<file path="src/rtl/pbpc_pkg.sv">
package pbpc_pkg;

  // field widths of the two channels
  localparam int SAMPLE_W    = 12;
  localparam int BASE_SUM_W  = 22;
  localparam int MIN_ADC_W   = 12;
  localparam int MIN_INDEX_W = 10;
  localparam int WIN_SUM_W   = 22;
  localparam int WIN_LEN_W   = 11;
  localparam int CHARGE_W    = 33;

  // configuration registers
  localparam int BC_W        = 11;
  localparam int PRE_W       = 10;
  localparam int POST_W      = 11;
  localparam int CFG_DATA_W  = 11;
  localparam int CFG_INDEX_W = 2;

  localparam logic [BC_W-1:0]   BC_RESET   = BC_W'(16 * 8);
  localparam logic [PRE_W-1:0]  PRE_RESET  = PRE_W'(16 * 4);
  localparam logic [POST_W-1:0] POST_RESET = POST_W'(16 * 36);

  // default sizing
  localparam int WAVE_SAMPLES_DEF = 1024;
  localparam int ADC_BITS_DEF     = 12;

  typedef enum logic [CFG_INDEX_W-1:0] {
    REG_BASELINE_COUNT = 2'd0,
    REG_PRE_WINDOW     = 2'd1,
    REG_POST_WINDOW    = 2'd2
  } cfg_reg_t;

endpackage

</file>
<file path="src/rtl/pbpc_sample_if.sv">
interface pbpc_sample_if;
  import pbpc_pkg::*;

  logic                valid;
  logic                ready;
  logic [SAMPLE_W-1:0] sample;

  modport source (output valid, output sample, input ready);
  modport sink (input valid, input sample, output ready);
endinterface

</file>
<file path="src/rtl/pbpc_capture.sv">
module pbpc_capture #(
  parameter int WAVE_SAMPLES = 1024,
  parameter int ADC_BITS     = 12
) (
  input  logic                                          clk,
  input  logic                                          rst,
  pbpc_sample_if.sink                                   samples,
  input  logic [$clog2(WAVE_SAMPLES+1)-1:0]             bc,
  input  logic                                          rearm,
  output logic                                          wr_en,
  output logic [$clog2(WAVE_SAMPLES)-1:0]               wr_addr,
  output logic [ADC_BITS-1:0]                           wr_data,
  output logic [ADC_BITS+$clog2(WAVE_SAMPLES)-1:0]      acc,
  output logic [ADC_BITS:0]                             min_val,
  output logic [$clog2(WAVE_SAMPLES)-1:0]               min_pos,
  output logic                                          wave_done
);
  import pbpc_pkg::*;

  localparam int PW   = $clog2(WAVE_SAMPLES);
  localparam int CNTW = $clog2(WAVE_SAMPLES + 1);
  localparam int ACCW = ADC_BITS + PW;
  localparam logic [PW-1:0]     LAST_POS = PW'(WAVE_SAMPLES - 1);
  localparam logic [ADC_BITS:0] MIN_INIT = {1'b1, {ADC_BITS{1'b0}}};

  logic [PW-1:0]       pos;
  logic                busy;
  logic                accept;
  logic [ADC_BITS-1:0] s;
  logic                last;

  assign samples.ready = !busy;
  assign accept        = samples.valid && !busy;
  assign s             = ADC_BITS'(samples.sample);
  assign last          = (pos == LAST_POS);

  assign wr_en   = accept;
  assign wr_addr = pos;
  assign wr_data = s;

  always_ff @(posedge clk) begin
    if (rst) begin
      pos       <= '0;
      busy      <= 1'b0;
      wave_done <= 1'b0;
      acc       <= '0;
      min_val   <= MIN_INIT;
      min_pos   <= '0;
    end else begin
      wave_done <= accept && last;
      if (rearm) begin
        // window finished with this waveform, start collecting the next one
        busy    <= 1'b0;
        acc     <= '0;
        min_val <= MIN_INIT;
        min_pos <= '0;
      end else if (accept) begin
        if (CNTW'(pos) < bc) begin
          acc <= acc + ACCW'(s);
        end
        // strict compare keeps the earliest index on ties
        if ({1'b0, s} < min_val) begin
          min_val <= {1'b0, s};
          min_pos <= pos;
        end
        if (last) begin
          pos  <= '0;
          busy <= 1'b1;
        end else begin
          pos <= pos + PW'(1);
        end
      end
    end
  end

endmodule

</file>
<file path="src/flat_wrapper.sv">
// flat-port wrapper written by rule: the top's interface ports become plain ports
module pbpc_capture_flat import pbpc_pkg::*;
#(
  parameter int WAVE_SAMPLES = 1024,
  parameter int ADC_BITS     = 12
)
  (clk, rst, bc, rearm, wr_en, wr_addr, wr_data, acc, min_val, min_pos, wave_done, samples_valid, samples_sample, samples_ready);
  pbpc_sample_if samples_i ();
  input  logic clk;
  input  logic rst;
  input  logic [$clog2(WAVE_SAMPLES+1)-1:0] bc;
  input  logic rearm;
  output logic wr_en;
  output logic [$clog2(WAVE_SAMPLES)-1:0] wr_addr;
  output logic [ADC_BITS-1:0] wr_data;
  output logic [ADC_BITS+$clog2(WAVE_SAMPLES)-1:0] acc;
  output logic [ADC_BITS:0] min_val;
  output logic [$clog2(WAVE_SAMPLES)-1:0] min_pos;
  output logic wave_done;
  input wire logic [$bits(samples_i.valid)-1:0] samples_valid;
  input wire logic [$bits(samples_i.sample)-1:0] samples_sample;
  output wire logic [$bits(samples_i.ready)-1:0] samples_ready;
  assign samples_i.valid = samples_valid;
  assign samples_i.sample = samples_sample;
  assign samples_ready = samples_i.ready;
  pbpc_capture #(.WAVE_SAMPLES(WAVE_SAMPLES), .ADC_BITS(ADC_BITS)) u_core (.clk(clk), .rst(rst), .samples(samples_i), .bc(bc), .rearm(rearm), .wr_en(wr_en), .wr_addr(wr_addr), .wr_data(wr_data), .acc(acc), .min_val(min_val), .min_pos(min_pos), .wave_done(wave_done));
endmodule
</file>
<file path="config.mk">
export PLATFORM = sky130hd
export DESIGN_NAME = pbpc_capture_flat
export DESIGN_NICKNAME = d
export VERILOG_FILES = /design/src/rtl/pbpc_pkg.sv /design/src/rtl/pbpc_sample_if.sv /design/src/rtl/pbpc_capture.sv /design/src/flat_wrapper.sv
export SDC_FILE = /design/constraint.sdc
export NUM_CORES = 1
export LEC_CHECK = 0
export ABC_AREA = 1
export BUFFER_PORTS_ARGS = -buffer_cell sky130_fd_sc_hd__buf_2
export CORE_MARGIN = 8
export CORE_UTILIZATION = 40
export DETAILED_ROUTE_END_ITERATION = 12
export GPL_TIMING_DRIVEN = 0
export SKIP_LAST_GASP = 1
export SYNTH_ARGS = -nofsm -noshare
export SYNTH_HDL_FRONTEND = slang
export SYNTH_SLANG_ARGS = --single-unit
</file>
<file path="constraint.sdc">
create_clock -name clk -period 1.95 [get_ports clk]
set_input_delay 0.39 -clock clk [delete_from_list [all_inputs] [get_ports clk]]
set_output_delay 0.39 -clock clk [all_outputs]
set_load 0.1 [all_outputs]
</file>
=== Word level (Yosys, flattened, before mapping) ===
Cells that the tools add are included.

* Register bits: 57
* Input bits: 27
* Output and inout port bits: 70
* Word-level logic and storage cells: 21

* Add/subtract/negate cells: 2
* Order comparisons: 2
* Equality and inequality tests: 1
* Mux-type cells: 1
* Bitwise operators: 1
* Reduce and logical (&&, ||, !) cells: 8

{| class="wikitable"
|+ Operators by type and width
! cell !! number
|-
| $add 22x12->22 || 1
|-
| $lt 12x13->1 || 1
|-
| $lt 10x11->1 || 1
|-
| $add 10x1->10 const B || 1
|-
| $eq 10x10->1 const B || 1
|-
| $mux 10 || 1
|-
| $reduce_and 2->1 || 4
|-
| $logic_and 1x1->1 || 2
|-
| $reduce_or 2->1 || 1
|-
| $logic_not 1->1 || 1
|-
| $not 1->1 || 1
|}

=== Longest topological paths before layout ===
Gate-level depths: netlist of the first run.

* Depth after elaboration: 3
* Depth in mapped cells: 14
* Gate-level depth less buffers: 13

=== Worst setup path after synthesis of the first run ===
Ideal clock, no wire load.

* Kind: reg2reg
* Start point: register u_core.acc[0]
* End point: register u_core.acc[20]
* Setup time: 119 ps
* Arrival time: 2412 ps
* Required time: 1831 ps
* Slack: -582 ps
* Cell stages (with the launch flop): 12
* Path buffers: 0
* Clock period less this slack: 2532 ps
* Path through: dfxtp_1 -> ha_1 -> inv_1 -> fa_1 -> nor2_2 -> nor2_1 -> o21ai_2 -> nand2_1 -> o21ai_2 -> nand3_1 -> nand2_1 -> nor2_1

* Longest elaborated chain between the ends: 1

{| class="wikitable"
|+ Ends and longest elaborated chain
! what !! line !! RTL
|-
| start, declared || pbpc_capture.sv:13 || <nowiki>output logic [ADC_BITS+$clog2(WAVE_SAMPLES)-1:0] acc,</nowiki>
|-
| start signal, assigned || pbpc_capture.sv:59 || <nowiki>acc <= acc + ACCW'(s);</nowiki>
|-
| $add 22x12->22 || pbpc_capture.sv:59 ||
|}

Every way passes these cells.
A chain may end at the register's enable or synchronous reset.

=== Worst setup path after layout of the first run ===
* Start point: register u_core.acc[0]
* End point: register u_core.acc[16]

Same word-level chain as after synthesis.

==> results of run 1 <==
==> sequential cells by signal, summed over array words and instances (netlist names) <==
register / count
u_core.wr_addr: 10
u_core.min_val: 13
u_core.min_pos: 10
u_core.acc: 22
u_core.wave_done: 1
u_core.busy: 1
==> kinds of logic after synthesis <==
family,count (synthesis),synth area share
buffers and inverters,113,0.135
adders and majority gates,34,0.116
AOI/OAI and AO/OA,71,0.101
DFF,57,0.305
xor gates and xnor gates,11,0.0258
and+or+nand+nor,276,0.317
==> metal layers <==
metal	GRT usage	share of wire
met5	0	0.00077
met4	0.0567	0.011
met3	0.0485	0.063
met2	0.272	0.47
met1	0.197	0.45
==> cell type report <==
type                            count  area [µm²]
Clock buffer                       11         174
Tap cell                          111         139
Timing Repair Buffer               97         494
Multi-Input combinational cell    392        2130
Fill cell                         942        4460
Inverter                           88         330
Sequential cell                    57        1210
Clock inverter                      5        40.0
Buffer                             25         175
==> worst register-to-register path, stage by stage, from the launching register on <==
cell and delay, ns:
dfxtp_4 0.37, ha_4 0.13, inv_1 0.04, fa_2 0.38, nor2_4 0.13, nor2_1 0.08, o21ai_2 0.21, nand2_1 0.12
o21ai_4 0.10, nand2_2 0.07, nand2_1 0.06, nand2_1 0.04, nor2_1 0.07
==> path summary, 6_finish.rpt <==
check / from / to / slack (ns) / cells past startpoint
max reg2reg: u_core.acc[0]$_SDFFE_PP0P_ / u_core.acc[16]$_SDFFE_PP0P_ / 0.09 / 12
max: u_core.acc[0]$_SDFFE_PP0P_ / u_core.acc[16]$_SDFFE_PP0P_ / 0.09 / 12
min: rst / u_core.wr_addr[4]$_SDFFE_PP0P_ / 0.29 / 2
min reg2reg: u_core.min_pos[3]$_SDFFE_PP0P_ / u_core.min_pos[3]$_SDFFE_PP0P_ / 0.46 / 2
==> metrics by stage <==
step           instances  setup WS (ns)  hold slack (ns)
6_report             786         0.0888            0.287
5_1_grt              786        -0.0406            0.283
4_1_cts              785         0.0433            0.275
3_5_place_dp         769         -0.199            0.455
3_3_place_gp         769         -0.173            0.451
2_1_floorplan        562        -0.0251            0.452
==> layout by cell type, fill, tap and decap left out, types with 3 or more instances in the layout <==
| master | synthesis | routed |
|---|---|---|
| nand2_1 | 148 | 147 |
| buf_2 | 5 | 100 |
| inv_1 | 78 | 78 |
| nor2_1 | 66 | 66 |
| a21oi_1 | 48 | 48 |
| ha_1 | 33 | 32 |
| dfxtp_2 | 0 | 26 |
| nand3_1 | 24 | 24 |
| dfxtp_1 | 57 | 22 |
| o21ai_1 | 15 | 15 |
| nand4_1 | 15 | 15 |
| buf_4 | 14 | 15 |
| inv_2 | 9 | 9 |
| clkbuf_8 | 0 | 9 |
| dfxtp_4 | 0 | 9 |
| nor3_1 | 8 | 8 |
| xor2_1 | 7 | 7 |
| nand2_2 | 5 | 6 |
| buf_6 | 3 | 4 |
| xnor2_1 | 4 | 4 |
| clkbuf_1 | 3 | 3 |
==> repair_timing <==
| action | in CTS | in global routing |
|---|---|---|
| gates cloned | 0 | 0 |
| setup buffers | 0 | 1 |
| setup endpoints to repair | 4 | 21 |
| resized for setup | 2 | 5 |
| pin swaps | 0 | 1 |
==> power by group through the flow <==
stage / registers, W / logic (W) / clock network, W
2_1_floorplan: 0.00145 / 0.000426 / 0
3_3_place_gp: 0.00124 / 0.000790 / 0
3_5_place_dp: 0.00124 / 0.000797 / 0
4_1_cts: 0.00121 / 0.000801 / 0.00121
5_1_grt: 0.00122 / 0.000872 / 0.00127
6_report: 0.00121 / 0.000802 / 0.00118
==> impl_results.md, run 1 <==
- Period utilization: 0.954
- Num CTS Buffers: 9
- TritonCTS clock tree: yes
- Fin. max-slew vios: 0
- Register area share after synthesis: 0.305
- Grt ovf: 0
- DRT Pass-1 Iters: 4
- CTS Sinks: 57
- Nets: 731
- Max IR drop VDD: 0.373 mV
- Largest net degree at the start of global routing: 13
- DR WL/cell: 13.1 µm
- Overall power: 0.00320 W
- First-pass GRT wire length: 16.9 mm
- Share of layout cells above drive strength 1: 0.295
- Crit path DAT: 2.15 ns
- Comb pwr share: 0.251
- I/O pin count: 97
- Post-route minimum period: 1.86 ns
- Power Density: 681 nW/µm²
- Worst setup path class: register to register
- Worst-skew pair later-pin latency: 0.35 ns
- Die Ht: 113 µm
- Num rows: 35
- Area delta synth->final: 25.4%
- DIE WIDTH: 113 µm
- Largest cells by area after synthesis: dfxtp_1 31%, nand2_1 15%, ha_1 11%
- Final Skew: 0.00916 ns
- Clock power frac: 0.370
- # diodes: 0
- Cell-internal power: 0.00202 W
- Clock Root Buffer: clkbuf_8
- Mapped Nets: 623
- Routed Antenna Nets: 0
- CTS clk-pin slew, worst paths: 0.08 ns
- Switching pwr: 0.00118 W
- Slowest CP cell: fa_2
- CP top delay family: simple AND/OR/NAND/NOR gates
- DR vias/cell: 4.80
- Cell mode on critical path: nand2_1
- First DRT Iteration DRCs: 176
- Die footprint: 12700 µm²
- Post-route DRC: 0
- Area share of the largest cell type after synthesis: 0.305
- H-tree depth: 3
- Synth Flop Type: dfxtp_1
- Synthesized area per cell: 6.66 µm²
- Vias in the first global route: 3587
- Syn Inst Count: 562
- Most common cell in the netlist: nand2_1
- Gpl congestion: 0.906
- Peak Freq: 0.537 GHz
- HP Class: input port to register
- Crit path buffers/inverters: 1
- Final hold viol count: 0
- Initial core utilization: 0.409
- Startpoint types: register
- Sw Share: 0.368
- Commonest cells in the synthesized netlist: 148 x nand2_1, 78 x inv_1, 66 x nor2_1
- Via count: 3771
- Max cap viols: 0
- Slowest stage delay, CP: 0.38 ns
- PortBufs: 96
- Gr usage total: 0.164
- Post-synth EDFFs: 0
- Relative slew slack: 0.657
- CTS Buffer Depth: 2
- Post-layout util: 0.513
- Status: finished clean
- Critical Path RT: 2.24 ns
- Initial antenna violation count: 1
- DRT Wirelength: 10.3 mm
- Post-Syn Area: 3740 µm²
- Most area-hungry cell type in the Yosys netlist: dfxtp_1
- Netlist cell types: 34
- Crit end category: register
- Synth Warn #: 0
- Crit-path cells: ha_4 -> inv_1 -> fa_2 -> nor2_4 -> nor2_1 -> o21ai_2 -> nand2_1 -> o21ai_4 -> nand2_2 -> nand2_1 -> nand2_1 -> nor2_1
- Lkg Pwr: 2.44 nW
- Final setup TNS: 0 ns
- Asr flop ratio synth: 0
- Post-DP Area: 4440 µm²
- Part of the power in registers: 0.379
- # setup viols final: 0
- Crit path max fanout: 3
- DP HPWL: 8.26 mm
- RSZ-0062 raised after global routing: true
- Hold_buf cts: 0
- Post-route cell area: 4690 µm²
- #FFs+latches synth: 57
- Slew @ Worst Pin: 0.513 ns
- Core region area: 9150 µm²
Note: power is estimated with default switching activity, not from simulation.
==> run 2: changes to the inputs <==
--- a/config.mk
+++ b/config.mk
@@ -7,6 +7,7 @@
 export LEC_CHECK = 0
 export ABC_AREA = 1
 export BUFFER_PORTS_ARGS = -buffer_cell sky130_fd_sc_hd__buf_2
+export CORE_ASPECT_RATIO = 1.75
 export CORE_MARGIN = 8
 export CORE_UTILIZATION = 40
 export DETAILED_ROUTE_END_ITERATION = 12
==> run 2 against run 1 <==
  * Largest cell class unchanged
  * Routed wire length is 7.2% higher
  * Clock-buffer cell count fell by 1
  * Final area grew 2.7%
  * Total power is 13% higher
  * Highest routed layer is now met4
  * Clock skew down 0.0040 ns
  * Hold slack improved by 0.027 ns
  * Critical path depth shrank 7
  * Sequential power barely moved
==> impl_results.md, run 2 (same netlist as run 1, synthesis figures left out) <==
- Max cap viols: 0
- Startpoint types: register
- Largest Register: u_core.acc
- Nets: 733
- Setup crit end: wr_en
- Largest regs: u_core.acc: 22 flops, u_core.min_val: 13 flops
- Share of layout cells above drive strength 1: 0.303
- Period utilization: 0.964
- CTS Sinks: 57
- Post-route DRC: 0
- DRT Wirelength: 11.1 mm
- Initial antenna violation count: 0
- H-tree depth: 3
- Crit path max fanout: 10
- Commonest non-fill, non-tap cells in the layout: 146 x nand2_1, 98 x buf_2, 78 x inv_1
- DRT Pass-1 Iters: 4
- Post-route cell area: 4820 µm²
- Lkg Pwr: 2.51 nW
- Reg2reg end: u_core.min_val[10]$_SDFFE_PP0P_
- CTS clk-pin slew, worst paths: 0.05 ns
- Final hold viol count: 0
- TritonCTS clock tree: yes
- Post-route minimum period: 1.88 ns
- # diodes: 0
- Placed Instances: 778
- Reg2Reg Setup Slack: 0.11 ns
- Post-DP Area: 4450 µm²
- I/O pin count: 97
- DIE WIDTH: 89.1 µm
- Post-route setup slack: 0.0696 ns
- Vias in the first global route: 3922
- Min Hold Slack: 0.314 ns
- Grt ovf: 0
- Slew @ Worst Pin: 0.519 ns
- Worst setup path class: register to primary output
- Relative slew slack: 0.657
- Crit path launch: u_core.busy$_SDFFE_PP0P_
- Core region area: 9090 µm²
- Hold Path Depth: 2
- Filler cells: 955
- Clock Root Buffer: clkbuf_16
- Cell Count, Final, Fillers Out: 797
- Crit end category: primary output
- Via count: 3850
- DP HPWL: 8.92 mm
- Max IR drop VDD: 0.520 mV
- Area delta synth->final: 28.8%
- Initial core utilization: 0.411
- Worst r2r src: u_core.min_val[8]$_SDFFE_PP0P_
- DR WL/cell: 13.9 µm
- Gr usage total: 0.185
- Gpl congestion: 0.923
- Final Skew: 0.00513 ns
- HP Class: input port to register
- Num rows: 46
- Peak Freq: 0.532 GHz
- Status: finished clean
- PortBufs: 96
- Worst-skew pair later-pin latency: 0.33 ns
- Fin. max-slew vios: 0
- Max reg flops: 22
- Num CTS Buffers: 9
- Critical Path RT: 1.56 ns
- Power Density: 748 nW/µm²
- CTS Buffer Depth: 2
- Die footprint: 12800 µm²
- First DRT Iteration DRCs: 120
- First-pass GRT wire length: 18.2 mm
- Routed Antenna Nets: 0
- Worst Reg2Reg Path Length in Cells: 9
- DR vias/cell: 4.83
- Most common cell after layout, fill and taps aside: nand2_1
- Largest net degree at the start of global routing: 11
- # setup viols final: 0
- Die Ht: 144 µm
- Crit path DAT: 1.49 ns
- Pre-CTS WS: -0.171 ns
==> run 2: power by group <==
| group | total, W | switching, W | internal [W] |
|---|---|---|---|
| logic | 0.000818 | 0.000610 | 0.000207 |
| clock network | 0.00157 | 0.000560 | 0.00101 |
| registers | 0.00121 | 0.0000220 | 0.00119 |
| total | 0.00360 | 0.00119 | 0.00241 |
==> run 2: area by class of cell <==
type / count / area, µm² / share of cell area
Inverter: 88 / 330 / 0.0686
Sequential cell: 57 / 1210 / 0.251
Timing Repair Buffer: 99 / 509 / 0.106
Tap cell: 120 / 150 / 0.0312
Clock buffer: 10 / 239 / 0.0496
Clock inverter: 6 / 57.6 / 0.0119
Buffer: 25 / 184 / 0.0382
Multi-Input combinational cell: 392 / 2140 / 0.444
==> run 2: through the flow <==
stage	power, W	setup TNS (ns)	util
after global placement	0.00204	-1.25	0.489
after CTS	0.00363	0	0.523
after detailed placement	0.00205	-2.90	0.489
after global routing	0.00377	-0.0319	0.530
final	0.00360	0	0.530
after floorplan	0.00187	-0.0251	-
==> run 2: layer usage <==
layer | wire length [µm] | vias up | track usage
li1 | - | 1985 | -
met4 | 286 | 0 | 0.0767
met2 | 6230 | 106 | 0.356
met3 | 704 | 19 | 0.0515
met1 | 3850 | 1740 | 0.173
met5 | 0 | - | 0
==> run 2: worst min path at each step <==
stage                                   startpoint                        endpoint  slack [ns]
floorplan                                      rst  u_core.wr_addr[1]$_SDFFE_PP0P_        0.45
global placement    u_core.min_pos[8]$_SDFFE_PP0P_  u_core.min_pos[8]$_SDFFE_PP0P_        0.45
detailed placement  u_core.min_pos[9]$_SDFFE_PP0P_  u_core.min_pos[9]$_SDFFE_PP0P_        0.45
CTS                                            rst  u_core.wr_addr[4]$_SDFFE_PP0P_        0.30
global route                                   rst  u_core.wr_addr[1]$_SDFFE_PP0P_        0.31
finish                                         rst  u_core.wr_addr[4]$_SDFFE_PP0P_        0.31
==> run 2: critical path, cell delays in order (launching register included) <==
cell and delay, ns:
dfxtp_1 0.30, inv_2 0.07, nand2_2 0.13, inv_2 0.17, clkbuf_4 0.24, buf_6 0.24
==> run 2: what timing repair did <==
| item | 4_1_cts | 5_1_grt |
|---|---|---|
| hold buffers | 0 | 0 |
| resized for setup | 2 | 11 |
| pin swaps | 0 | 5 |
| setup endpoints to repair | 1 | 27 |
| setup buffers | 0 | 3 |
| cloned | 0 | 0 |
