**config.mk**
```make
export PLATFORM = sky130hd
export DESIGN_NAME = pbpc_window_flat
export DESIGN_NICKNAME = d
export VERILOG_FILES = /design/src/rtl/pbpc_pkg.sv /design/src/rtl/pbpc_result_if.sv /design/src/rtl/pbpc_window.sv /design/src/flat_wrapper.sv
export SDC_FILE = /design/constraint.sdc
export NUM_CORES = 1
export LEC_CHECK = 0
export BUFFER_PORTS_ARGS = -buffer_cell sky130_fd_sc_hd__buf_2
export CAP_MARGIN = 20
export CORE_ASPECT_RATIO = 0.75
export CORE_MARGIN = 2
export CORE_UTILIZATION = 60
export CTS_BUF_LIST = sky130_fd_sc_hd__clkbuf_4
export CTS_CLUSTER_DIAMETER = 100
export DETAILED_ROUTE_END_ITERATION = 10
export GPL_TIMING_DRIVEN = 0
export PLACE_DENSITY = 0.85
export SYNTH_ARGS = -nofsm -noshare
export SYNTH_HDL_FRONTEND = slang
export SYNTH_SLANG_ARGS = --single-unit
```
**constraint.sdc**
```tcl
create_clock -name clk -period 10.35 [get_ports clk]
set_clock_uncertainty 0.05 [all_clocks]
set_input_delay 1.5525 -clock clk [delete_from_list [all_inputs] [get_ports clk]]
set_output_delay 1.5525 -clock clk [all_outputs]
set_load 0.005 [all_outputs]
```
**src/rtl/pbpc_pkg.sv**
```systemverilog
package pbpc_pkg;

  // field widths of the two channels
  localparam int SAMPLE_W    = 12;
  localparam int BASE_SUM_W  = 22;
  localparam int MIN_ADC_W   = 12;
  localparam int MIN_INDEX_W = 10;
  localparam int WIN_SUM_W   = 22;
  localparam int WIN_LEN_W   = 11;
  localparam int CHARGE_W    = 33;

  // configuration registers
  localparam int BC_W        = 11;
  localparam int PRE_W       = 10;
  localparam int POST_W      = 11;
  localparam int CFG_DATA_W  = 11;
  localparam int CFG_INDEX_W = 2;

  localparam logic [BC_W-1:0]   BC_RESET   = BC_W'(16 * 8);
  localparam logic [PRE_W-1:0]  PRE_RESET  = PRE_W'(16 * 4);
  localparam logic [POST_W-1:0] POST_RESET = POST_W'(16 * 36);

  // default sizing
  localparam int WAVE_SAMPLES_DEF = 1024;
  localparam int ADC_BITS_DEF     = 12;

  typedef enum logic [CFG_INDEX_W-1:0] {
    REG_BASELINE_COUNT = 2'd0,
    REG_PRE_WINDOW     = 2'd1,
    REG_POST_WINDOW    = 2'd2
  } cfg_reg_t;

endpackage

```
**src/rtl/pbpc_result_if.sv**
```systemverilog
interface pbpc_result_if;
  import pbpc_pkg::*;

  logic                   valid;
  logic                   ready;
  logic [BASE_SUM_W-1:0]  baseline_sum;
  logic [MIN_ADC_W-1:0]   min_adc;
  logic [MIN_INDEX_W-1:0] min_index;
  logic [WIN_SUM_W-1:0]   window_sum;
  logic [WIN_LEN_W-1:0]   window_length;
  logic signed [CHARGE_W-1:0] charge_scaled;

  modport source (
    output valid, output baseline_sum, output min_adc, output min_index,
    output window_sum, output window_length, output charge_scaled,
    input ready
  );
  modport sink (
    input valid, input baseline_sum, input min_adc, input min_index,
    input window_sum, input window_length, input charge_scaled,
    output ready
  );
endinterface

```
**src/rtl/pbpc_window.sv**
```systemverilog
module pbpc_window #(
  parameter int WAVE_SAMPLES = 1024,
  parameter int ADC_BITS     = 12
) (
  input  logic                                     clk,
  input  logic                                     rst,
  input  logic                                     wave_done,
  input  logic [$clog2(WAVE_SAMPLES+1)-1:0]        bc,
  input  logic [pbpc_pkg::PRE_W-1:0]               pre_window,
  input  logic [pbpc_pkg::POST_W-1:0]              post_window,
  input  logic [ADC_BITS+$clog2(WAVE_SAMPLES)-1:0] acc,
  input  logic [ADC_BITS:0]                        min_val,
  input  logic [$clog2(WAVE_SAMPLES)-1:0]          min_pos,
  output logic [$clog2(WAVE_SAMPLES)-1:0]          rd_addr,
  input  logic [ADC_BITS-1:0]                      rd_data,
  output logic                                     rearm,
  pbpc_result_if.source                            results
);
  import pbpc_pkg::*;

  localparam int PW   = $clog2(WAVE_SAMPLES);
  localparam int CNTW = $clog2(WAVE_SAMPLES + 1);
  localparam int ACCW = ADC_BITS + PW;
  localparam int EW   = $clog2(WAVE_SAMPLES + (1 << POST_W));
  localparam int PRW  = ACCW + CNTW;
  localparam int DW   = (PRW > CHARGE_W) ? PRW : CHARGE_W;

  typedef enum logic [2:0] {
    S_IDLE,
    S_SETUP,
    S_SWEEP,
    S_MUL,
    S_FINISH
  } state_t;

  state_t          state;
  logic [CNTW-1:0] addr;
  logic [CNTW-1:0] stop;
  logic [CNTW-1:0] len;
  logic            rd_pend;
  logic [ACCW-1:0] wsum;
  logic [PRW-1:0]  prod_a;
  logic [PRW-1:0]  prod_b;
  logic [DW-1:0]   diff;

  logic [EW-1:0]   stop_sum;
  logic [PW-1:0]   start_c;
  logic [CNTW-1:0] stop_c;

  logic                       res_valid;
  logic [BASE_SUM_W-1:0]      res_base;
  logic [MIN_ADC_W-1:0]       res_min;
  logic [MIN_INDEX_W-1:0]     res_index;
  logic [WIN_SUM_W-1:0]       res_wsum;
  logic [WIN_LEN_W-1:0]       res_len;
  logic signed [CHARGE_W-1:0] res_charge;

  // window bounds clamped to the waveform
  always_comb begin
    stop_sum = EW'(min_pos) + EW'(post_window);
    if (EW'(min_pos) >= EW'(pre_window)) begin
      start_c = min_pos - PW'(pre_window);
    end else begin
      start_c = '0;
    end
    if (stop_sum > EW'(WAVE_SAMPLES)) begin
      stop_c = CNTW'(WAVE_SAMPLES);
    end else begin
      stop_c = CNTW'(stop_sum);
    end
  end

  assign rd_addr = addr[PW-1:0];
  assign diff    = DW'(prod_a) - DW'(prod_b);

  assign results.valid         = res_valid;
  assign results.baseline_sum  = res_base;
  assign results.min_adc       = res_min;
  assign results.min_index     = res_index;
  assign results.window_sum    = res_wsum;
  assign results.window_length = res_len;
  assign results.charge_scaled = res_charge;

  always_ff @(posedge clk) begin
    if (rst) begin
      state     <= S_IDLE;
      rd_pend   <= 1'b0;
      rearm     <= 1'b0;
      res_valid <= 1'b0;
    end else begin
      rearm <= (state == S_FINISH) && (!res_valid || results.ready);
      if (results.ready && state != S_FINISH) begin
        res_valid <= 1'b0;
      end
      case (state)
        S_IDLE: begin
          if (wave_done) begin
            state <= S_SETUP;
          end
        end
        S_SETUP: begin
          addr    <= CNTW'(start_c);
          stop    <= stop_c;
          len     <= stop_c - CNTW'(start_c);
          wsum    <= '0;
          rd_pend <= 1'b0;
          state   <= S_SWEEP;
        end
        S_SWEEP: begin
          // one read issued per cycle, its data added in the cycle after
          rd_pend <= (addr < stop);
          if (rd_pend) begin
            wsum <= wsum + ACCW'(rd_data);
          end
          if (addr < stop) begin
            addr <= addr + CNTW'(1);
          end else begin
            state <= S_MUL;
          end
        end
        S_MUL: begin
          prod_a <= PRW'(wsum) * PRW'(bc);
          prod_b <= PRW'(len) * PRW'(acc);
          state  <= S_FINISH;
        end
        S_FINISH: begin
          if (!res_valid || results.ready) begin
            res_valid  <= 1'b1;
            res_base   <= BASE_SUM_W'(acc);
            res_min    <= MIN_ADC_W'(min_val);
            res_index  <= MIN_INDEX_W'(min_pos);
            res_wsum   <= WIN_SUM_W'(wsum);
            res_len    <= WIN_LEN_W'(len);
            res_charge <= CHARGE_W'(diff);
            state      <= S_IDLE;
          end
        end
        default: begin
          state <= S_IDLE;
        end
      endcase
    end
  end

endmodule

```
**src/flat_wrapper.sv**
```systemverilog
// flat-port wrapper written by rule: the top's interface ports become plain ports
module pbpc_window_flat import pbpc_pkg::*;
#(
  parameter int WAVE_SAMPLES = 1024,
  parameter int ADC_BITS     = 12
)
  (clk, rst, wave_done, bc, pre_window, post_window, acc, min_val, min_pos, rd_addr, rd_data, rearm, results_valid, results_baseline_sum, results_min_adc, results_min_index, results_window_sum, results_window_length, results_charge_scaled, results_ready);
  pbpc_result_if results_i ();
  input  logic clk;
  input  logic rst;
  input  logic wave_done;
  input  logic [$clog2(WAVE_SAMPLES+1)-1:0] bc;
  input  logic [pbpc_pkg::PRE_W-1:0] pre_window;
  input  logic [pbpc_pkg::POST_W-1:0] post_window;
  input  logic [ADC_BITS+$clog2(WAVE_SAMPLES)-1:0] acc;
  input  logic [ADC_BITS:0] min_val;
  input  logic [$clog2(WAVE_SAMPLES)-1:0] min_pos;
  output logic [$clog2(WAVE_SAMPLES)-1:0] rd_addr;
  input  logic [ADC_BITS-1:0] rd_data;
  output logic rearm;
  output wire logic [$bits(results_i.valid)-1:0] results_valid;
  output wire logic [$bits(results_i.baseline_sum)-1:0] results_baseline_sum;
  output wire logic [$bits(results_i.min_adc)-1:0] results_min_adc;
  output wire logic [$bits(results_i.min_index)-1:0] results_min_index;
  output wire logic [$bits(results_i.window_sum)-1:0] results_window_sum;
  output wire logic [$bits(results_i.window_length)-1:0] results_window_length;
  output wire logic [$bits(results_i.charge_scaled)-1:0] results_charge_scaled;
  input wire logic [$bits(results_i.ready)-1:0] results_ready;
  assign results_valid = results_i.valid;
  assign results_baseline_sum = results_i.baseline_sum;
  assign results_min_adc = results_i.min_adc;
  assign results_min_index = results_i.min_index;
  assign results_window_sum = results_i.window_sum;
  assign results_window_length = results_i.window_length;
  assign results_charge_scaled = results_i.charge_scaled;
  assign results_i.ready = results_ready;
  pbpc_window #(.WAVE_SAMPLES(WAVE_SAMPLES), .ADC_BITS(ADC_BITS)) u_core (.clk(clk), .rst(rst), .wave_done(wave_done), .bc(bc), .pre_window(pre_window), .post_window(post_window), .acc(acc), .min_val(min_val), .min_pos(min_pos), .rd_addr(rd_addr), .rd_data(rd_data), .rearm(rearm), .results(results_i));
endmodule
```
## Word level (Yosys, flattened, before mapping)

Cells that the tools add are included.
W data, S select, Z words.

| word-level totals | value |
|---|---|
| flip-flop bits (word level) | 237 |
| input port bits | 93 |
| output and inout port bits | 122 |
| logic and storage cells | 64 |

| operators by class | value |
|---|---|
| add/subtract/negate cells | 6 |
| multiply operators | 2 |
| order comparisons | 3 |
| equal/unequal tests | 10 |
| muxes and demuxes | 14 |
| bitwise logic cells | 1 |
| reduce and logical (&&, ||, !) cells | 12 |

Operators by type and width:

| cell | count |
|---|---|
| $pmux W22 S2 | 1 |
| $mul A11 B22 Y33 | 1 |
| $mul A22 B11 Y33 | 1 |
| $sub A33 B33 Y33 | 1 |
| $add A22 B12 Y22 | 1 |
| $mux W11 | 2 |
| $mux W22 | 1 |
| $pmux W11 S2 | 1 |
| $pmux W3 S5 | 1 |
| $add A10 B11 Y12 | 1 |
| $gt A12 B11 Y1 const B | 1 |
| $reduce_and A3 Y1 | 4 |
| $add A11 B1 Y11 const B | 1 |
| $lt A11 B11 Y1 | 1 |
| $sub A11 B10 Y11 | 1 |
| $ge A10 B10 Y1 | 1 |
| $mux W10 | 1 |
| $sub A10 B10 Y10 | 1 |
| $mux W3 | 3 |
| $eq A3 B2 Y1 const B | 2 |
| $ne A2 B2 Y1 const B | 3 |
| $ne A2 B1 Y1 const B | 2 |
| $reduce_and A2 Y1 | 2 |
| $eq A3 B1 Y1 const B | 1 |
| 10 further kinds | 13 |

## Longest topological paths before layout

Gate-level depths: netlist of the first run.

| logic depth | value |
|---|---|
| depth after elaboration | 5 |
| gate-level depth with buffers | 22 |
| mapped depth without buffers | 22 |

## Least setup slack after synthesis of the first run

Ideal clock, no wire load.

| timing | value |
|---|---|
| kind | input -> register |
| start | input port results_ready |
| end | register u_core.res_base[0] (netlist: u_core.results.baseline_sum[0]), enable pin |
| setup time | 0.581 ns |
| arrival time | 6.339 ns |
| required time | 9.719 ns |
| setup slack | 3.380 ns |
| cell stages on the path | 3 |
| path buffers | 0 |
| cell sequence | nand2b_1 nand2_1 nor2_1 |

| on the way | value |
|---|---|
| word-level cells in the longest chain between the ends | 2 |

Ends and longest elaborated chain:

| item | line | RTL |
|---|---|---|
| from (decl) | flat_wrapper.sv:28 | `input wire logic [$bits(results_i.ready)-1:0] results_ready;` |
| $logic_or A1 B1 Y1 | pbpc_window.sv:127 | `if (!res_valid \|\| results.ready) begin` |
| $reduce_and A3 Y1 (no line) | n/a |  |
| to (signal assigned) | pbpc_window.sv:129 | `res_base <= BASE_SUM_W'(acc);` |
| to (decl) | pbpc_window.sv:51 | `logic [BASE_SUM_W-1:0] res_base;` |

No other way between the ends.
A chain may end at the register's enable or synchronous reset.

## Worst setup path after layout of the first run

| timing | value |
|---|---|
| start | input port bc[6] |
| end | register u_core.prod_a[31], data pin |

| on the way | value |
|---|---|
| word-level cells in the longest chain between the ends | 1 |

Ends and longest elaborated chain:

| item | line | RTL |
|---|---|---|
| from (decl) | flat_wrapper.sv:12 | `input logic [$clog2(WAVE_SAMPLES+1)-1:0] bc;` |
| $mul A22 B11 Y33 | pbpc_window.sv:122 | `prod_a <= PRW'(wsum) * PRW'(bc);` |
| to (signal assigned) | pbpc_window.sv:122 |  |
| to (decl) | pbpc_window.sv:42 | `logic [PRW-1:0] prod_a;` |

No other way between the ends.

==> results.json, run 1 <==
{
  "clock_latency_ps": 830,
  "netlist_area_mm2": 0.0269,
  "drc": 8,
  "final-max-slew-violation-count": 0,
  "max_slew_margin_pct": 30.7,
  "ios": 215,
  "track_usage_pct": 29.1,
  "synth-edff-count": 231,
  "cts_root_buf": "clkbuf_4",
  "cap_violations": 0,
  "end_kind": "register",
  "synth_area_leader_cell": "fa_1",
  "synth_flop_cell": "edfxtp_1",
  "fin_crit_ps": 7180,
  "min_period_over_period_pct": 69.4,
  "p_switching_w": 0.00373,
  "crit_top_cell": "fa_1",
  "post_cts_buffers": 0,
  "cts_tree": "built",
  "cts_sinks": 237,
  "fmax_mhz": 139,
  "ys_ff_latch": 237,
  "ys_async_sr_fraction_pct": 0,
  "status": "complete, but fails checks",
  "grt_max_degree": 38,
  "p_total_w": 0.00792,
  "wl_um": 66200,
  "critPathArrivalTime_ps": 7700,
  "path_cells": "buf_2, clkbuf_1, nand2_1, fa_1, fa_1, inv_1, fa_1, fa_1, inv_1, fa_1, inv_1, ha_1, a2111oi_0, nor3_1, o21ai_0, o311ai_1, a211oi_1, o211ai_1, a21oi_1, xnor2_1",
  "ir_worst_vdd_v": 0.000414,
  "grt_antenna_before_repair": 5,
  "clock_path_buffers": 3,
  "die_h_um": 187,
  "clkTransAtPathRegs_ps": 70,
  "crit_family": "adder cells",
  "nFillCells": 3452,
  "htreeDepth": 3,
  "die_area_mm2": 0.0466,
  "hold_path.startpoint": "u_core.rd_pend",
  "fp-row-count": 67,
  "layout-drive-gt1-share_pct": 11.2,
  "leakagePower_nw": 13.8,
  "min_path_type": "reg2reg",
  "setup_violations": 0,
  "failed_checks": "DRC",
  "hold_path_depth": 2,
  "p_comb_share_pct": 71.3,
  "worst-r2r-cell-count": 19,
  "critPathMaxFanout": 10,
  "cp_slowest_stage_delay_ps": 620,
  "synth.distinct_cells": 68,
  "rsz0062_at_grt": "false",
  "io_buffer_count": 213,
  "crit_path_start_kind": "primary input",
  "hpwl_um": 53200,
  "holdWs_ps": 479,
  "worstMarginPinSlew_ps": 1040,
  "viasPerCell": 5.74,
  "cts_resized": 0,
  "grt_pass1_wl_um": 108000,
  "numCtsBuffers": 66,
  "die_w_um": 249,
  "power-per-cell-area_mw_per_mm2": 267,
  "gr-total-overflow": 0,
  "slowest_stage": "clkbuf_1",
  "critPathKind": "in2reg",
  "synth_area_leaders": "fa_1, edfxtp_1, ha_1",
  "layout_setup_ws_ps": 3170,
  "crit_buf_inv": 5,
  "r2r_slack_ps": 3290,
  "critical_path_required_ps": 10870,
  "gp_congestion": 0.921,
  "r2r_end": "u_core.prod_a[31]",
  "grt_pass1_vias": 22000,
  "start_util_pct": 60.5,
  "drt_iter0_drc": 1771,
  "ant_nets": 0,
  "hold_viol_final": 0,
  "yosysWarnings": 0,
  "pwr-share-seq_pct": 17.9,
  "synth_cells": 2728,
  "firstDrtPassIters": 9,
  "hold_end": "u_core.rd_pend",
  "synthToLayoutAreaGrowth_pct": 10.2,
  "dp_slack_ps": 2550,
  "power.internal_w": 0.00419,
  "wire_per_inst_um": 18.2,
  "synth_area_per_cell_um2": 9.87,
  "vias": 20900,
  "netlist.area_leader.share_pct": 27.0,
  "sw_frac_of_total_pct": 47.1,
  "hold_buffers": 0,
  "tns_ps": 0,
  "reg2reg_from": "u_core.wsum[1]",
  "core_area_mm2": 0.0445,
  "synth_nets": 3411,
  "power_frac_clock_pct": 10.8,
  "synth_seq_area_share_pct": 26.2,
  "nets": 3700
}
cell families after synthesis:
logic type | synth area share [%]
flip-flops | 26.2
AND/OR/NAND/NOR | 15.4
buffers and inverters | 7.77
AO/OA/AOI/OAI | 9.53
adder cells (fa/ha/maj) | 37.6
multiplexers | 0.191
XOR/XNOR | 3.35
per-layer routing:
metal | wire [µm] | global-route usage (%)
met1 | 26200 | 36.9
met2 | 30500 | 46.6
met3 | 6960 | 9.32
met4 | 2470 | 11.8
met5 | 21 | 0
power groups by stage:
stage               Sequential [W]  Combinational (W)  Clock [W]
global placement           0.00144            0.00533          0
global route               0.00142            0.00633   0.000926
CTS                        0.00142            0.00559   0.000884
finish                     0.00142            0.00564   0.000858
floorplan                  0.00142            0.00434          0
detailed placement         0.00144            0.00554          0
cells in the final DEF, fill, tap and decap left out, drive strengths merged, types with 5 or more instances in the layout:
cell / Yosys / final
and2: 196 / 196
or2: 5 / 5
clkinv: 1 / 24
nor4b: 6 / 6
o211ai: 14 / 14
xnor2: 57 / 57
dfxtp: 6 / 6
and3: 17 / 17
o21a: 22 / 22
a2111oi: 9 / 9
fa: 363 / 363
xor2: 46 / 46
a31o: 6 / 6
nor2b: 25 / 25
ha: 227 / 227
a21boi: 10 / 10
a21o: 47 / 47
clkbuf: 110 / 194
a31oi: 12 / 12
buf: 10 / 230
a211oi: 17 / 17
nand4: 12 / 12
o21ai: 80 / 80
inv: 426 / 428
nor3: 30 / 30
nand3: 36 / 36
o31a: 6 / 6
edfxtp: 231 / 231
o31ai: 5 / 5
a21oi: 109 / 109
nor3b: 9 / 9
nand2b: 21 / 21
nor2: 91 / 91
or3: 10 / 10
o21bai: 10 / 10
nand2: 382 / 382
o311ai: 5 / 5
cells in the mapped netlist, drive strengths merged (47+ instances only):
| cell | number |
|---|---|
| fa | 363 |
| o21ai | 80 |
| nand2 | 382 |
| and2 | 196 |
| inv | 426 |
| ha | 227 |
| nor2 | 91 |
| a21oi | 109 |
| xnor2 | 57 |
| edfxtp | 231 |
| a21o | 47 |
| clkbuf | 110 |
state kept, by name (all words and copies together) (netlist names):
name / cells
u_core.results.valid: 1
u_core.prod_a: 33
u_core.results.min_adc: 12
u_core.results.window_sum: 22
u_core.prod_b: 33
u_core.stop: 11
u_core.results.baseline_sum: 22
u_core.wsum: 22
u_core.results.min_index: 10
u_core.addr: 11
u_core.results.charge_scaled: 33
u_core.results.window_length: 11
u_core.len: 11
u_core.rearm: 1
u_core.state: 3
u_core.rd_pend: 1
area by class of cell:
class	instances	area (µm²)	share of cell area [%]
multi-input cells	1944	17800	60.0
flip-flops and latches	237	7060	23.8
inverters	427	1600	5.40
repair buffers	221	1190	4.02
well taps	586	733	2.47
clock buffers	83	623	2.10
plain buffers	120	488	1.65
clock inverters	27	173	0.582
diodes	1	2.50	0.00844
how the worst max path moves through the flow:
| stage | from | to | cells after the start |
|---|---|---|---|
| floorplan | results_ready | u_core.results.baseline_sum[0] | 3 |
| global placement | results_ready | u_core.results.min_adc[8] | 4 |
| detailed placement | bc[5] | u_core.prod_a[31] | 21 |
| CTS | bc[5] | u_core.prod_a[31] | 21 |
| global route | bc[5] | u_core.prod_a[31] | 21 |
| finish | bc[6] | u_core.prod_a[31] | 20 |
worst register-to-register path: cells and delay by family, from the launching register on:
family | cells | cell delay, ps
flops | 1 | 580
compound gates | 6 | 2080
fa+ha+maj | 6 | 2880
xor+xnor | 1 | 80
simple gates | 2 | 380
buf+inv | 4 | 750
stage by stage:
step	area [µm²]	cells	utilization, %
3_3_place_gp	28700	3527	64.5
2_1_floorplan	26900	2728	-
5_1_grt	29700	3646	66.6
3_5_place_dp	28900	3534	64.8
4_1_cts	29600	3644	66.6
6_report	29700	3646	66.6
(Power assumes the default switching activity.)
==> run 2, diff against run 1 <==
clock period = 6.9 ns   (was 10.35 ns; I/O delays follow)
==> run 2 against run 1 <==
  * The run still ends with DRC left
  * Clock-buffer cell count unchanged
  * Cell area about the same
  * Die area unchanged
  * Sequential power increased by 49%
  * Non-clock buffer count unchanged
  * Critical path type is now reg2reg
  * Largest cell class unchanged
==> results.json, run 2 (same netlist as run 1, synthesis figures left out) <==
{
  "status": "complete, but fails checks",
  "failed_checks": "DRC",
  "hpwl_um": 53200,
  "drt_iter0_drc": 1673,
  "worstMarginPinSlew_ps": 1040,
  "worst-r2r-cell-count": 19,
  "track_usage_pct": 29.1,
  "ios": 215,
  "cap_violations": 0,
  "firstDrtPassIters": 10,
  "crit_top_cell": "fa_1",
  "crit_path_start_kind": "register",
  "cts_tree": "built",
  "hold_path.startpoint": "acc[6]",
  "clkTransAtPathRegs_ps": 80,
  "rsz0062_at_grt": "false",
  "vias": 20900,
  "die_h_um": 187,
  "fp-row-count": 67,
  "reg2reg_from": "u_core.len[5]",
  "clock_latency_ps": 820,
  "ir_worst_vdd_v": 0.000620,
  "end_kind": "register",
  "core_area_mm2": 0.0445,
  "start_util_pct": 60.5,
  "critPathMaxFanout": 10,
  "fin_crit_ps": 6600,
  "numCtsBuffers": 66,
  "grt_antenna_before_repair": 5,
  "cts_sinks": 237,
  "fin_util_pct": 66.7,
  "post_cts_buffers": 0,
  "layout-drive-gt1-share_pct": 11.4,
  "io_buffer_count": 213,
  "final-max-slew-violation-count": 0,
  "layout_commonest_cell": "inv_1",
  "path_cells": "clkbuf_1, and2_1, fa_1, inv_1, fa_1, inv_1, fa_1, fa_1, inv_1, fa_1, inv_1, ha_1, a211oi_1, nor3b_1, o211ai_1, a41oi_1, o21ai_1, a2111oi_0, a211oi_1",
  "grt_pass1_wl_um": 108000,
  "cts_root_buf": "clkbuf_4",
  "clock_path_buffers": 3,
  "leakagePower_nw": 13.8,
  "die_w_um": 249,
  "nets": 3700,
  "slowest_stage": "fa_1",
  "gp_congestion": 0.921,
  "critical_path_required_ps": 7370,
  "min_period_over_period_pct": 95.7,
  "hold_viol_final": 0,
  "fmax_mhz": 151,
  "cts_resized": 0,
  "synthToLayoutAreaGrowth_pct": 10.2,
  "viasPerCell": 5.73,
  "max_slew_margin_pct": 30.7,
  "setup_violations": 0,
  "die_area_mm2": 0.0466,
  "critPathArrivalTime_ps": 7070,
  "p_total_w": 0.0119,
  "ant_nets": 0,
  "hold_path_depth": 1,
  "gr-total-overflow": 0,
  "min_path_type": "in2reg",
  "htreeDepth": 3,
  "cp_slowest_stage_delay_ps": 540,
  "worstSetupStartpoint": "u_core.len[5]",
  "grt_pass1_vias": 22000,
  "wire_per_inst_um": 18.1,
  "wl_um": 66100,
  "grt_max_degree": 38,
  "hold_buffers": 0,
  "critPathKind": "reg2reg",
  "drc": 8,
  "power-per-cell-area_mw_per_mm2": 400,
  "mostFrequentLayoutCells": "inv_1, nand2_1, fa_1"
}
==> run 2: routing by layer <==
layer  global-route usage (%)  vias to the layer above  wire length [µm]
li1                         -                     9528                 -
met1                     36.9                    10300             26200
met2                     46.6                      908             30600
met3                     9.32                      187              6940
met4                     11.8                        4              2350
met5                        0                        -                21
==> run 2: layout make-up <==
class                      count  area (µm²)
antenna                        1        2.50
buffer                       120         493
clock buffer                  83         623
clock inverter                27         173
fill                        3452       14800
inverter                     427        1600
multi-input combinational   1944       17800
sequential                   237        7060
tap                          586         733
timing repair buffer         221        1190
==> run 2: through the flow <==
step	hold slack, ps	instance area [µm²]	std cells	setup slack [ps]	setup TNS [ps]
after global placement	445	28700	3527	-2130	-232680
after floorplan	418	26900	2728	448	0
after CTS	308	29600	3644	85.1	0
final	392	29700	3646	298	0
after global routing	342	29700	3646	44.8	0
after detailed placement	470	28900	3534	-379	-1640
==> run 2: worst max-delay path, delay by kind of cell, from the launching register on <==
| family | cells | cell delay (ps) |
|---|---|---|
| AND/OR/NAND/NOR | 2 | 640 |
| AO/OA/AOI/OAI | 6 | 1650 |
| buffers and inverters | 5 | 590 |
| flip-flops | 1 | 490 |
| adder cells (fa/ha/maj) | 6 | 2900 |
==> run 2: final timing paths <==
path	end	slack (ps)
setup / recovery	u_core.prod_b[25]	300
hold / removal	u_core.results.baseline_sum[6]	390
setup reg to reg	u_core.prod_b[25]	300
hold reg to reg	u_core.rd_pend	480
==> run 2: power by group <==
part | internal, W | switching, W | leakage (nW)
Clock | 0.000643 | 0.000646 | 0.469
Combinational | 0.00357 | 0.00490 | 11.2
Sequential | 0.00208 | 0.0000442 | 2.15
Total | 0.00629 | 0.00559 | 13.8
